$ cat src/rtl/stc_sqrt_cell.sv
// ============================================================================
// stc_sqrt_cell
// One digit of a restoring integer square root, registered.
// ============================================================================
`default_nettype none

module stc_sqrt_cell #(
    parameter int RB     = 25,
    parameter int RW     = 50,
    parameter int SIDE_W = 8
) (
    input  wire                clk,
    input  wire                rst_n,
    input  wire                en,
    input  wire                in_vld,
    input  wire  [RW-1:0]      rad_in,
    input  wire  [RB+1:0]      rem_in,
    input  wire  [RB-1:0]      root_in,
    input  wire  [SIDE_W-1:0]  side_in,
    output logic               out_vld,
    output logic [RW-1:0]      rad_out,
    output logic [RB+1:0]      rem_out,
    output logic [RB-1:0]      root_out,
    output logic [SIDE_W-1:0]  side_out
);
    logic [RB+3:0] rem_sh;
    logic [RB+3:0] trial;
    logic          take;
    logic [RB+1:0] rem_next;
    logic [RB-1:0] root_next;

    // bring down two radicand bits and try the next root bit
    always_comb
    begin
        rem_sh    = {rem_in, rad_in[RW-1:RW-2]};
        trial     = {2'b00, root_in, 2'b01};
        take      = (rem_sh >= trial);
        rem_next  = take ? (RB+2)'(rem_sh - trial) : rem_sh[RB+1:0];
        root_next = {root_in[RB-2:0], take};
    end

    always_ff @(posedge clk or negedge rst_n)
    begin
        if (!rst_n)
            out_vld <= 1'b0;
        else if (en)
            out_vld <= in_vld;
    end

    always_ff @(posedge clk)
    begin
        if (en)
        begin
            rad_out  <= {rad_in[RW-3:0], 2'b00};
            rem_out  <= rem_next;
            root_out <= root_next;
            side_out <= side_in;
        end
    end

endmodule

`default_nettype wire

$ cat config.mk
export PLATFORM = sky130hd
export DESIGN_NAME = stc_sqrt_cell
export DESIGN_NICKNAME = d
export VERILOG_FILES = /design/src/rtl/stc_sqrt_cell.sv
export SDC_FILE = /design/constraint.sdc
export NUM_CORES = 1
export LEC_CHECK = 0
export BUFFER_PORTS_ARGS = -buffer_cell sky130_fd_sc_hd__buf_2
export CAP_MARGIN = 10
export CORE_ASPECT_RATIO = 0.9
export CORE_MARGIN = 2
export CORE_UTILIZATION = 52
export DETAILED_ROUTE_END_ITERATION = 7
export PLACE_DENSITY = 0.86
export SYNTH_ARGS = -nofsm -noshare
export SYNTH_HDL_FRONTEND = slang
export SYNTH_SLANG_ARGS = --single-unit
$ cat constraint.sdc
create_clock -name clk -period 1.1 [get_ports clk]
set_input_delay 0.11 -clock clk [delete_from_list [all_inputs] [get_ports clk]]
set_output_delay 0.11 -clock clk [all_outputs]
set_load 0.005 [all_outputs]
Word level (Yosys, flattened, before mapping)
Index checks and enable logic that the tools add are counted.

storage, ports and cells
  output and inout port bits = 111
  bits of input ports = 114
  register bits = 109
  word-level logic and storage cells = 8

cells by class
  order comparisons = 1
  add/sub/neg operators = 1
  muxes and demuxes = 1

operator list
  kind              number
  $ge A29 B27 Y1    1
  $mux W27          1
  $sub A27 B27 Y27  1

Longest topological paths before layout
  depth in word-level cells = 2
  depth in mapped cells = 13
  gate-level depth less buffers = 10

Least setup slack after synthesis
No wires, ideal clock.

  kind = input to register
  start = input port root_in[14]
  end = register rem_out[10] (data pin)
  data required time = 840 ps
  data arrival time = 2526 ps
  path slack = -1686 ps
  buffers on the path = 2
  setup time = 260 ps
  cell stages on the path = 12
  cell sequence = inv_1 ha_1 and3_4 and2_4 a221oi_2 o31ai_2 a41oi_2 o31ai_1 a2111o_1 buf_6 buf_12 mux2_4

between the ends
  word-level cells in the longest chain between the ends = 2

ends and longest elaborated chain
  what                    RTL line  source
  start: declaration      18        input wire [RB-1:0] root_in,
  $ge A29 B27 Y1          37        take = (rem_sh >= trial);
  $mux W27                38        rem_next = take ? (RB+2)'(rem_sh - trial) : rem_sh[RB+1:0];
  net rem_next[10]        29        logic [RB+1:0] rem_next;
  end signal: assignment  55        rem_out <= rem_next;
  end: declaration        22        output logic [RB+1:0] rem_out,

The timed path passes the listed nets, and every way through them passes these cells.
A chain may end at the register's enable or synchronous reset.

Worst setup path after layout
  start = input port root_in[9]
  end = register rem_out[25] (data pin)

between the ends
  word-level cells in the longest chain between the ends = 2
  elaborated cells on any way between the ends = 3
  those cells by class = add/sub: 1; order compare: 1; mux: 1

ends and longest elaborated chain
  what                                                       RTL line
  $sub A27 B27 Y27 / $ge A29 B27 Y1 (equally long branches)  38, 37
  $mux W27 (*)                                               38
  net rem_next[25]                                           29

Mark *: on every way through the listed nets, which the timed path passes. The rest lies on a longest branch.

==> results.yml <==
die:
  chipHeight_um: 99.4
  io_pins: 225
  initial_core_util_pct: 54.0
  core_um2: 9740
  row_count: 34
  dieArea_um2: 10900
  die_w_um: 110
global_route:
  first_global_vias: 5178
  grt_overflow: 0
  grt_usage_pct: 33.4
  grt_max_degree: 44
  antenna_found_initial: 0
  grt_pass1_wl_um: 27400
worst_hold_path:
  hp-class: "input pin to flip-flop"
  worstHoldPathCells: 2
drt:
  routed_via_density: 5.43
  num_vias: 5038
  wirelength_um: 19200
  first_pass_iters: 5
  ant_nets: 0
  routedWlPerCell_um: 20.7
  first_iter_violations: 377
  drc_errors: 0
timing:
  max_freq_mhz: 404
  rsz0062_at_grt: "true"
  fin_ws_ns: -1.38
  finalHoldViolations: 0
  finalMaxSlewViolations: 0
  fin_crit_sh_pct: 225
  finClkSkew_ns: 0
  tns_ns: -37.57
  final-setup-viol-count: 30
  period_needed_ns: 2.48
critical_path:
  critical_path_class: "input pin to flip-flop"
  cp.required_ns: 1.24
  reg2reg_depth: 1
  startpoint_type: "input pin"
  crit_fanout: 13
  cp.arrival_ns: 2.62
  end_kind: "flip-flop"
logic_synthesis:
  synth_mux_area_share_pct: 6.78
  synth_enable_flop_cells: 108
  synth_fa_ha_area_share_pct: 6.43
  ys_top_cells_by_area: "edfxtp_1, ha_1, mux2_4, inv_1, xnor2_1"
  synth_async_sr_flop_share_pct: 0.917
  synth.top_cell.area_share_pct: 61.7
  synth_top_family_by_area: "compound AO/OA/AOI/OAI gates"
  ys_seq_area_share_pct: 62.2
  synth-xor-area-share_pct: 4.16
  synth_compound_area_share_pct: 10.2
  avgSynthCellArea_um2: 14.1
  synthSimpleGateAreaFrac_pct: 5.35
  synthFlopType: "edfxtp_1"
  synth_largest_area_cell: "edfxtp_1"
  synth.distinct_cells: 54
  synthCells: 373
  ys_seq_elements: 109
  yosysWarnings: 0
  synthesis.area_um2: 5260
cells_and_area:
  layout.nets: 938
  diodes: 0
  drive_above_1_share_pct: 54.0
  utilization_pct: 89.8
  synthToLayoutAreaGrowth_pct: 66.5
power_and_ir_drop:
  pwr_density_cell_nw_per_um2: 1260
  power_leakage_nw: 4.02
  vdd_ir_drop_max_v: 0.000710
clock_tree:
  insertion_delay_ns: 0.38
  cts-buffers-inserted: 9
  ctsHtreeMaxLevel: 3
  clockRootBuffer: "clkbuf_8"
  path_clk_slew_ns: 0.11
  clkSinkCount: 109
  cts_tree: "done"
  clock_path_buffers: 2
placed_design:
  dp_hpwl_um: 11500
  pre_cts_ws_ns: -1.72
  io_buffer_count: 222
  gp_congestion: 0.875
outcome:
  violations: "setup timing"
  status: "finished, violations left"
job:
  cap_violations: 0
-- cell type report --
type	count	area, um2
repair buffers	425	2950
inverters	40	168
clock inverters	6	62.6
fillers	378	990
flip-flops and latches	109	3270
well taps	126	158
clock buffers	10	138
multi-input cells	212	2010
-- cell usage in the layout, fill, tap and decap left out, types with 8 or more instances in the layout --
| cell type | netlist | routed |
|---|---|---|
| buf_2 | 2 | 215 |
| buf_4 | 2 | 116 |
| edfxtp_1 | 108 | 108 |
| dlygate4sd3_1 | 0 | 80 |
| inv_1 | 40 | 30 |
| a21oi_1 | 24 | 20 |
| xnor2_1 | 17 | 17 |
| mux2_4 | 15 | 15 |
| ha_1 | 27 | 15 |
| nor2_1 | 13 | 12 |
| ha_4 | 0 | 12 |
| nand2_1 | 12 | 11 |
| clkbuf_8 | 0 | 10 |
| nand4_1 | 9 | 9 |
| mux2_2 | 9 | 9 |
| xor2_1 | 8 | 8 |
-- what timing repair did --
item	CTS	global route
resized for setup	28	22
pin swaps	6	14
hold buffers	80	0
hold endpoints to repair	80	0
gates cloned	1	0
setup buffers	7	6
setup endpoints to repair	28	30
-- report_power, final --
part | switching (mW) | internal, mW
logic | 1.44 | 1.77
registers | 0.150 | 5.07
clock network | 1.62 | 0.950
-- per-stage QoR --
| step | total power [mW] | area (um2) | hold WS, ns | cells |
|---|---|---|---|---|
| after floorplan | 6.50 | 5440 | -0.186 | 374 |
| after global placement | 7.78 | 7450 | -0.114 | 820 |
| after detailed placement | 7.90 | 7450 | -0.108 | 820 |
| after CTS | 10.7 | 8650 | 0.0102 | 924 |
| after global routing | 11.3 | 8750 | 0.00986 | 928 |
| final | 11.0 | 8750 | 0.0181 | 928 |
-- cell usage after synthesis (all sizes together), types with 2 or more instances --
library cell	number
ha	27
a211o	2
mux2i	3
o221ai	3
and3	2
a221oi	3
o21bai	5
a211oi	3
nor2	13
nand4	9
clkbuf	5
inv	40
a31oi	3
edfxtp	108
o21ai	10
nand2	12
xnor2	17
buf	8
xor2	8
a21o	7
nand2b	4
nor3	3
nand3	3
a21oi	26
o21a	3
o31ai	3
and2	3
mux2	24
-- sequential cells by signal, summed over array words and instances, names as in the netlist --
name	flops
root_out	25
rem_out	27
rad_out	48
side_out	8
out_vld	1
-- metal layers --
metal | track usage, % | vias to the layer above | wire length, um
met2 | 60.6 | 289 | 10000
met5 | 0 | - | 0
li1 | - | 2240 | -
met3 | 7.21 | 68 | 1330
met4 | 15.8 | 0 | 790
met1 | 36.5 | 2441 | 7100
-- path summary, 6_finish.rpt --
path / startpoint / end / slack, ns
max in group asynchronous: rst_n / out_vld / 0.98
hold / removal: root_in[16] / root_out[17] / 0.02
min in group asynchronous: rst_n / out_vld / 0.03
setup / recovery: root_in[9] / rem_out[25] / -1.38
setup reg to reg: out_vld / out_vld / 0.34
hold reg to reg: out_vld / out_vld / 0.53
-- worst max-delay path: stages --
cell	delay (ns)
buf_2	0.11
inv_1	0.06
ha_1	0.32
nand2_1	0.13
o21ai_4	0.09
a221oi_4	0.30
o31ai_4	0.13
a41oi_2	0.24
o31ai_2	0.09
a2111o_1	0.54
buf_12	0.21
mux2_4	0.30
-- kinds of logic after synthesis --
kind of cell	Yosys count
fa+ha+maj	27
simple gates	54
xor+xnor	25
compound gates	77
buf+inv	53
flops	109
mux	27
other cells	1
(Power assumes the default switching activity.)
